### config.mk
export PLATFORM = sky130hd
export DESIGN_NAME = length_prefixed_deframer
export DESIGN_NICKNAME = d
export VERILOG_FILES = /design/src/hdl/lpd_pkg.sv /design/src/hdl/lpd_parser.sv /design/src/hdl/length_prefixed_deframer.sv
export SDC_FILE = /design/constraint.sdc
export NUM_CORES = 1
export LEC_CHECK = 0
export BUFFER_PORTS_ARGS = -buffer_cell sky130_fd_sc_hd__buf_2
export CAP_MARGIN = 15
export CORE_UTILIZATION = 40
export DETAILED_ROUTE_END_ITERATION = 16
export SETUP_SLACK_MARGIN = 0.5
export SLEW_MARGIN = 5
export SYNTH_ARGS = -nofsm -noshare
export SYNTH_HDL_FRONTEND = slang
export SYNTH_SLANG_ARGS = --single-unit
### constraint.sdc
create_clock -name clk -period 13.8 [get_ports clk]
set_clock_uncertainty 0.15 [all_clocks]
set_input_delay 0.69 -clock clk [delete_from_list [all_inputs] [get_ports clk]]
set_output_delay 0.69 -clock clk [all_outputs]
set_load 0.02 [all_outputs]
### src/hdl/lpd_pkg.sv
// Package for the length-prefixed deframer: request/result payload structs,
// result kind codes, config register indexes and reset values.
// No dependencies.
`timescale 1ns / 1ps

package lpd_pkg;

  localparam int HdrBytes   = 8;
  localparam int MaxLenBits = 21;

  typedef enum logic [1:0] {
    KIND_HEADER  = 2'd0,
    KIND_PAYLOAD = 2'd1,
    KIND_ERROR   = 2'd2
  } lpd_kind_t;

  typedef enum logic [1:0] {
    CFG_TYPE_LOWER = 2'd0,
    CFG_TYPE_UPPER = 2'd1,
    CFG_MAX_LENGTH = 2'd2
  } lpd_cfg_idx_t;

  localparam logic signed [31:0]         TypeLowerReset = 32'sd0;
  localparam logic signed [31:0]         TypeUpperReset = 32'sd256;
  localparam logic [MaxLenBits-1:0]      MaxLengthReset = 21'd4096;

  typedef struct packed {
    logic [7:0] byte_in;
    logic       new_connection;
  } lpd_in_t;

  typedef struct packed {
    lpd_kind_t          kind;
    logic signed [31:0] type_code;
    logic signed [31:0] msg_length;
    logic [7:0]         data_byte;
    logic               last;
  } lpd_out_t;

  typedef struct packed {
    logic signed [31:0]    type_lower_bound;
    logic signed [31:0]    type_upper_bound;
    logic [MaxLenBits-1:0] max_payload_length;
  } lpd_cfg_t;

endpackage

### src/hdl/lpd_parser.sv
// Header/payload parser state for the length-prefixed deframer; forms the
// result for the request being taken this cycle. Depends on lpd_pkg.
`timescale 1ns / 1ps

module lpd_parser (
  input  logic             clk,
  input  logic             rst,
  input  lpd_pkg::lpd_cfg_t cfg,
  input  logic             take,
  input  lpd_pkg::lpd_in_t rx,
  output logic             res_valid,
  output lpd_pkg::lpd_out_t res
);
  import lpd_pkg::*;

  typedef enum logic [1:0] {
    PH_HEADER  = 2'd0,
    PH_PAYLOAD = 2'd1,
    PH_DROP    = 2'd2
  } phase_t;

  phase_t                phase, phase_eff, phase_next;
  logic [2:0]            cnt, cnt_eff, cnt_next;
  logic [55:0]           sh, sh_eff, sh_next;
  logic [MaxLenBits-1:0] rem, rem_eff, rem_next;
  logic signed [31:0]    cur_type, cur_type_eff, cur_type_next;
  logic signed [31:0]    cur_len, cur_len_eff, cur_len_next;
  logic [63:0]           full;
  logic signed [31:0]    hdr_type, hdr_len;
  logic                  hdr_ok;

  always_comb begin
    // new_connection clears everything before the byte is used
    phase_eff    = rx.new_connection ? PH_HEADER : phase;
    cnt_eff      = rx.new_connection ? '0 : cnt;
    sh_eff       = rx.new_connection ? '0 : sh;
    rem_eff      = rx.new_connection ? '0 : rem;
    cur_type_eff = rx.new_connection ? '0 : cur_type;
    cur_len_eff  = rx.new_connection ? '0 : cur_len;

    full     = {rx.byte_in, sh_eff};
    hdr_type = $signed(full[31:0]);
    hdr_len  = $signed(full[63:32]);
    hdr_ok   = (hdr_type > cfg.type_lower_bound) && (hdr_type < cfg.type_upper_bound) &&
               !hdr_len[31] && (hdr_len[30:0] <= 31'(cfg.max_payload_length));

    phase_next    = phase_eff;
    cnt_next      = cnt_eff;
    sh_next       = sh_eff;
    rem_next      = rem_eff;
    cur_type_next = cur_type_eff;
    cur_len_next  = cur_len_eff;

    res_valid      = 1'b0;
    res.kind       = KIND_HEADER;
    res.type_code  = cur_type_eff;
    res.msg_length = cur_len_eff;
    res.data_byte  = '0;
    res.last       = 1'b0;

    unique case (phase_eff)
      PH_PAYLOAD: begin
        res_valid     = 1'b1;
        res.kind      = KIND_PAYLOAD;
        res.data_byte = rx.byte_in;
        res.last      = (rem_eff <= MaxLenBits'(1));
        if (rem_eff != '0) begin
          rem_next = rem_eff - MaxLenBits'(1);
        end
        if (rem_eff <= MaxLenBits'(1)) begin
          phase_next = PH_HEADER;
        end
      end
      PH_DROP: begin
        res_valid = 1'b0;
      end
      PH_HEADER: begin
        if (cnt_eff == 3'(HdrBytes - 1)) begin
          cnt_next       = '0;
          sh_next        = '0;
          cur_type_next  = hdr_type;
          cur_len_next   = hdr_len;
          res_valid      = 1'b1;
          res.type_code  = hdr_type;
          res.msg_length = hdr_len;
          if (!hdr_ok) begin
            phase_next = PH_DROP;
            res.kind   = KIND_ERROR;
          end else if (hdr_len == '0) begin
            phase_next = PH_HEADER;
            res.last   = 1'b1;
          end else begin
            phase_next = PH_PAYLOAD;
            rem_next   = hdr_len[MaxLenBits-1:0];
          end
        end else begin
          sh_next  = full[63:8];
          cnt_next = cnt_eff + 3'd1;
        end
      end
      default: begin
        phase_next = PH_HEADER;
      end
    endcase
  end

  always_ff @(posedge clk) begin
    if (rst) begin
      phase    <= PH_HEADER;
      cnt      <= '0;
      sh       <= '0;
      rem      <= '0;
      cur_type <= '0;
      cur_len  <= '0;
    end else if (take) begin
      phase    <= phase_next;
      cnt      <= cnt_next;
      sh       <= sh_next;
      rem      <= rem_next;
      cur_type <= cur_type_next;
      cur_len  <= cur_len_next;
    end
  end

`ifndef SYNTHESIS
  a_payload_has_bytes: assert property (@(posedge clk) disable iff (rst)
    phase == PH_PAYLOAD |-> rem != '0)
    else $error("payload phase with nothing remaining");

  a_empty_shift_at_start: assert property (@(posedge clk) disable iff (rst)
    cnt == '0 |-> sh == '0)
    else $error("stale header bytes at header start");

  a_error_drops: assert property (@(posedge clk) disable iff (rst)
    take && res_valid && res.kind == KIND_ERROR |=> phase == PH_DROP)
    else $error("bad header did not enter drop phase");

  a_last_ends_payload: assert property (@(posedge clk) disable iff (rst)
    take && res_valid && res.kind == KIND_PAYLOAD && res.last |=> phase == PH_HEADER)
    else $error("last payload byte did not return to header phase");
`endif

endmodule

### src/hdl/length_prefixed_deframer.sv
// Top level of the length-prefixed deframer: config registers, parser and
// result register. Depends on lpd_pkg and lpd_parser.
`timescale 1ns / 1ps

// Usage:
//   rx_*  : one stream byte per request, with new_connection to restart the
//           parser at a header before that byte is used.
//   evt_* : results - header (kind 0), payload byte (kind 1) or bad header
//           error (kind 2). Header bytes 1..7 and bytes after an error
//           produce no result.
//   cfg_* : register writes (index 0 type lower bound, 1 type upper bound,
//           2 max payload length); always ready, write only while idle.
// Result: a result is registered and appears on evt_* in the cycle after its request is taken.
// Throughput: one request per cycle while rx_ready is high; the parser step is
//   combinational logic in front of one result register.
// Stall: rx_ready drops only while a result sits in the result register and
//   evt_ready is low; a request that yields no result still needs that slot.
// Reset: rst (synchronous) empties the result register, returns the parser to
//   header start and loads the register reset values (0, 256, 4096).
module length_prefixed_deframer (
  input  logic              clk,
  input  logic              rst,
  input  logic              rx_valid,
  output logic              rx_ready,
  input  lpd_pkg::lpd_in_t  rx_data,
  output logic              evt_valid,
  input  logic              evt_ready,
  output lpd_pkg::lpd_out_t evt_data,
  input  logic              cfg_valid,
  output logic              cfg_ready,
  input  logic [1:0]        cfg_index,
  input  logic [31:0]       cfg_data
);
  import lpd_pkg::*;

  lpd_cfg_t cfg;
  logic     take;
  logic     res_valid;
  lpd_out_t res;

  assign cfg_ready = 1'b1;
  assign rx_ready  = !evt_valid || evt_ready;
  assign take      = rx_valid && rx_ready;

  always_ff @(posedge clk) begin
    if (rst) begin
      cfg.type_lower_bound   <= TypeLowerReset;
      cfg.type_upper_bound   <= TypeUpperReset;
      cfg.max_payload_length <= MaxLengthReset;
    end else if (cfg_valid) begin
      unique case (cfg_index)
        CFG_TYPE_LOWER: cfg.type_lower_bound   <= $signed(cfg_data);
        CFG_TYPE_UPPER: cfg.type_upper_bound   <= $signed(cfg_data);
        CFG_MAX_LENGTH: cfg.max_payload_length <= cfg_data[MaxLenBits-1:0];
        default: begin
        end
      endcase
    end
  end

  lpd_parser u_parser (
    .clk       (clk),
    .rst       (rst),
    .cfg       (cfg),
    .take      (take),
    .rx        (rx_data),
    .res_valid (res_valid),
    .res       (res)
  );

  always_ff @(posedge clk) begin
    if (rst) begin
      evt_valid <= 1'b0;
    end else if (take) begin
      evt_valid <= res_valid;
    end else if (evt_ready) begin
      evt_valid <= 1'b0;
    end
  end

  always_ff @(posedge clk) begin
    if (take && res_valid) begin
      evt_data <= res;
    end
  end

endmodule
* Word-level counts from Yosys, hierarchy flattened *
Index checks and enable logic that the tools add are counted.
Widths: inputs -> output; s select.

storage, ports and cells
  register bits after elaboration = 307
  input port bits = 48

cells by class
  $add $sub $neg = 2
  magnitude comparators = 4
  eq/ne operators = 5
  muxes and demuxes = 36
  reductions and logical operators = 16

operators by type and width
  operator               number
  $mux 32                6
  $mux 56                3
  $mux 21                5
  $mux 66                1
  $mux 64                1
  $pmux 21 s2            1
  $gt 32x32->1           1
  $logic_not 32->1       1
  $lt 32x32->1           1
  $le 31x21->1           1
  $le 21x1->1 const B    1
  $reduce_bool 21->1     1
  $sub 21x1->21 const B  1
  $mux 2                 5
  $mux 3                 3
  $mux 1                 7
  $pmux 2 s3             1
  $reduce_and 2->1       3
  $logic_and 1x1->1      5
  $eq 2x1->1 const B     2
  $eq 2x2->1 const B     2
  $logic_not 2->1        2
  $pmux 1 s2             2
  $pmux 2 s2             1
  5 further kinds        6

* Logic depth before layout (Yosys ltp) *
  depth after elaboration = 8
  mapped depth = 18

* By module *
A second synthesis with hierarchy kept.

unflattened totals
  cell total of the unflattened synthesis = 1676
  area total of the unflattened synthesis = 15336.0 um2

by module, submodules not included
  module                    times used  cells each  area each (um2)  sequential area each (um2)
  lpd_parser                1           1276        9590.4           2922.8
  length_prefixed_deframer  1           400         5745.5           3973.8

* Worst setup path after synthesis *
OpenSTA, ideal clock, no wires.

  path type = input port to flip-flop
  start = input port rx_data[0] (netlist name)
  end = register evt_data[0] (netlist name) (enable)
  library setup time = 429 ps
  arrival = 4887 ps
  slack = 8334 ps
  stages on the path = 16
  path buffers = 10
  path through = buf_2 > buf_2 > buf_2 > buf_1 > clkbuf_1 > clkbuf_1 > nor2b_1 > ha_1 > ha_1 > clkbuf_1 > and2_0 > clkbuf_1 > clkbuf_1 > clkbuf_1 > o21ai_0 > inv_1

between the ends
  longest elaborated chain between the ends = 5

ends and longest elaborated chain
  element               RTL line                        source
  start, declared       length_prefixed_deframer.sv:25  input lpd_pkg::lpd_in_t rx_data,
  $mux 3                lpd_parser.sv:35                cnt_eff = rx.new_connection ? '0 : cnt;
  $eq 3x3->1            lpd_parser.sv:78                if (cnt_eff == 3'(HdrBytes - 1)) begin
  $mux 1                lpd_parser.sv:78
  $pmux 1 s2 *          lpd_parser.sv:61                unique case (phase_eff)
  $logic_and 1x1->1 *   length_prefixed_deframer.sv:82  if (take && res_valid) begin
  end signal, assigned  length_prefixed_deframer.sv:83  evt_data <= res;
  end, declared         length_prefixed_deframer.sv:28  output lpd_pkg::lpd_out_t evt_data,

Mark *: on every way between the ends. The rest lies on a longest branch, timed or not.
A chain may end at the register's enable or synchronous reset.

* Worst setup path after layout *
  start = input port rx_data[0] (netlist name)
  end = register u_parser.rem[8]

between the ends
  longest elaborated chain between the ends = 8

ends and longest elaborated chain
  element                                              RTL line           source
  $mux 56                                              lpd_parser.sv:36   sh_eff = rx.new_connection ? '0 : sh;
  $gt 32x32->1 / $lt 32x32->1 (equally long branches)  lpd_parser.sv:44   hdr_ok = (hdr_type > cfg.type_lower_bound) && (hdr_type < cfg.type_upper_bound) &&
  $logic_and 1x1->1 (2 in series)                      lpd_parser.sv:44
  $logic_and 1x1->1                                    lpd_parser.sv:45   !hdr_len[31] && (hdr_len[30:0] <= 31'(cfg.max_payload_length));
  $mux 21                                              lpd_parser.sv:86   if (!hdr_ok) begin
  $mux 21                                              lpd_parser.sv:78
  $pmux 21 s2 *                                        lpd_parser.sv:61
  end signal, assigned                                 lpd_parser.sv:119  rem <= rem_next;
  end, declared                                        lpd_parser.sv:25   logic [MaxLenBits-1:0] rem, rem_eff, rem_next;

Marks and branches as above.

==> results.ini <==
[run_status]
status = finished clean

[cells_and_area]
multi_input_area_mm2 = 0.00718
drive_gt1_frac = 0.116
finish.utilization = 0.463
regArea_mm2 = 0.00690
final_area_mm2 = 0.0170
syn2layout_area_growth_pct = 13.9
diodes = 0
fillerInstances = 3624
fin_nets = 2025

[clock_network]
clockBufferDepth = 3
cts_resized = 0
htree_levels = 2
cts.clk_slew.worst_paths_ns = 0.06
cts_tree = yes
cts_hold_buf = 0
cts_root_buffer = clkbuf_16
cts_buffers = 35
insertion_delay_ns = 0.53
postCtsSetupBuffers = 0
clock_sinks = 307

[worst_setup_path]
worstSetupPathType = in2reg
crit_path_start_kind = input pin
worstPathMaxFanout = 80
required_ns = 14.10
crit_arrival_ns = 4.96
end_kind = flop

[synth]
netlist_area_mm2 = 0.0149
synth_top_area_share = 0.312
synth-edff-count = 75
synth_area_leaders = dfxtp_1 (31%), edfxtp_1 (15%), nand2_1 (12%)
ys_types = 78
synth.avg_cell_area_um2 = 8.13
post-synth-top-area-cell = dfxtp_1
yosysWarnings = 0
synthArstFlopShare = 0
yosys_most_used_dff = dfxtp_1
ys_seq_elements = 307
synth_nets = 1964
synthCells = 1831
ys_seq_area_frac = 0.463

[drt]
via_count = 12900
dr.max_layer_used = met4
drc = 0
route.met2.wl_mm = 21.3
ant_nets = 0
routedWlPerCell_um = 18.2
wl_met3_mm = 1.93
drt-initial-drc-count = 803
drt-met1-wl_mm = 18.7
routed_wl_mm = 43.4
vias_per_cell = 5.40
firstDrtPassIters = 6

[grt]
grt_pass1_vias = 12400
antenna_found_initial = 0
grt.total_usage = 0.226
grt_max_degree = 127
grt_overflow = 0
grt_pass1_wl_mm = 68.1

[power_and_ir_drop]
p_comb_frac = 0.067
power.net_switching_w = 0.000478
seqPwrFrac = 0.466
p_leak_nw = 6.30
switching_share = 0.237
intPower_w = 0.00154
vdd_drop_max_mv = 0.0877
clkPwrFrac = 0.467
power.density_mw_per_mm2 = 119

[flow_run]
cap_violations = 0

[sta]
setup-violations-final = 0
fmax_mhz = 215
fin_ws_ns = 9.14
hold_violations = 0
post-route-period-util = 0.337
rsz0062_at_grt = false
fin_tns_setup_ns = 0
tightest_slew_ns = 1.08
slew_headroom = 0.281
fin_crit_ns = 4.66
slew_violations = 0

[placement]
gp_congestion = 0.887
dp_worst_setup_slack_ns = 8.69
port_buffers = 124
placed_cell_area_mm2 = 0.0158
post-dp-hpwl_mm = 29.5

[die]
die_w_um = 195
die_area_mm2 = 0.0380
io_pins = 126
core_mm2 = 0.0366
row_count = 70
initial_utilization = 0.407
die_h_um = 195

[worst_hold_path]
holdCritPathClass = in2reg

[worst paths after layout]
path	start	slack, ns	cells after the start	end
hold / removal	cfg_data[29]	0.27	3	cfg[50]
setup / recovery	rx_data[0]	9.14	12	u_parser.rem[8]
hold reg to reg	u_parser.cnt[1]	0.30	2	u_parser.cnt[1]
setup reg to reg	u_parser.sh[31]	9.71	10	u_parser.rem[8]
[layout by cell type, fill, tap and decap left out, drive strengths merged, types with 4 or more instances in the layout]
master   synthesis  routed
a211oi           9       9
a21o             6       6
a21oi          284     284
a221o            5       5
a22oi           28      28
a311oi           5       5
a31oi           14      14
and2            13      13
and3            30      30
and4             4       4
buf             20     141
clkbuf          97      50
clkinv           0       9
dfxtp          232     232
edfxtp          75      75
ha              85      85
inv            100     101
nand2          474     474
nand2b          10      10
nand3           13      13
nand4           16      16
nor2           103     103
nor2b           53      53
nor3            16      16
nor4            23      23
o2111ai          5       5
o211ai           4       4
o21a             5       5
o21ai           31      31
o2bb2ai          5       5
or4              5       5
xnor2            8       8
[state kept, by name (all words and copies together) (netlist names)]
register,count
u_parser.cur_type,32
u_parser.cur_len,32
u_parser.sh,56
u_parser.cnt,3
u_parser.rem,21
cfg,85
evt_valid,1
evt_data,75
u_parser.phase,2
[power groups by stage]
| stage | clock network [W] | logic [W] | registers (W) |
|---|---|---|---|
| finish | 0.000941 | 0.000134 | 0.000938 |
| global placement | 0 | 0.000133 | 0.000957 |
| floorplan | 0 | 0.0000925 | 0.000953 |
| CTS | 0.000957 | 0.000134 | 0.000938 |
| global route | 0.000993 | 0.000150 | 0.000939 |
| detailed placement | 0 | 0.000133 | 0.000958 |
[per-layer routing]
layer / vias to the layer above / track usage
met4: 0 / 0.0878
li1: 6367 / -
met3: 84 / 0.0267
met5: - / 0
met1: 6100 / 0.286
met2: 350 / 0.392
[cell type report]
type	instances	share of cell area
inverter	100	0.0221
sequential	307	0.407
clock inverter	14	0.00951
multi-input combinational	1307	0.424
timing repair buffer	141	0.0446
tap	468	0.0345
clock buffer	50	0.0592
[cell usage after synthesis, types with 3 or more instances]
cell type,n
or2_2,3
nor4b_1,3
nand4_1,15
buf_1,13
nand3_1,13
or4_1,4
nand2b_1,10
nand2_1,473
and3_1,28
edfxtp_1,75
a221oi_1,3
and2_1,10
a21oi_1,283
a211o_1,3
a31oi_1,13
clkbuf_1,97
o211ai_1,4
o21bai_1,3
o21ai_0,29
buf_2,5
nor2_1,103
nor2b_1,52
o2111ai_1,5
dfxtp_1,232
xnor2_1,8
ha_1,85
o311ai_0,3
or3_1,3
o2bb2ai_1,5
a211oi_1,8
nor4_1,23
inv_1,100
nor3_1,16
a311oi_1,5
xor2_1,3
o21a_1,5
a21o_1,6
a22oi_1,28
a221o_1,5
[stage by stage]
step           hold WS, ns  instances  total power, W
2_1_floorplan        0.282       1831         0.00105
3_3_place_gp         0.291       2323         0.00109
3_5_place_dp         0.296       2323         0.00109
4_1_cts              0.253       2387         0.00203
5_1_grt              0.265       2387         0.00208
6_report             0.265       2387         0.00201
[critical path: stages]
cell and delay [ns]:
buf_4 0.63, buf_4 0.65, nor2b_1 0.19, ha_1 0.34, nand4_1 0.13, nor3_1 0.30
nand4_1 0.18, a221o_1 0.35, a31oi_2 0.21, nand4_2 0.32, nor4_1 0.63, a221o_1 0.23
[kinds of logic (layout without fill, tap and decap cells)]
group,Yosys count,count (layout),synth area share
buffers and inverters,217,305,0.0559
XOR/XNOR,11,11,0.00647
multiplexers,3,3,0.00218
flip-flops,307,307,0.463
adder cells (fa/ha/maj),85,85,0.0714
AND/OR/NAND/NOR,775,775,0.231
AO/OA/AOI/OAI,432,432,0.170
other,1,1,0.000252
(Power assumes the default switching activity.)
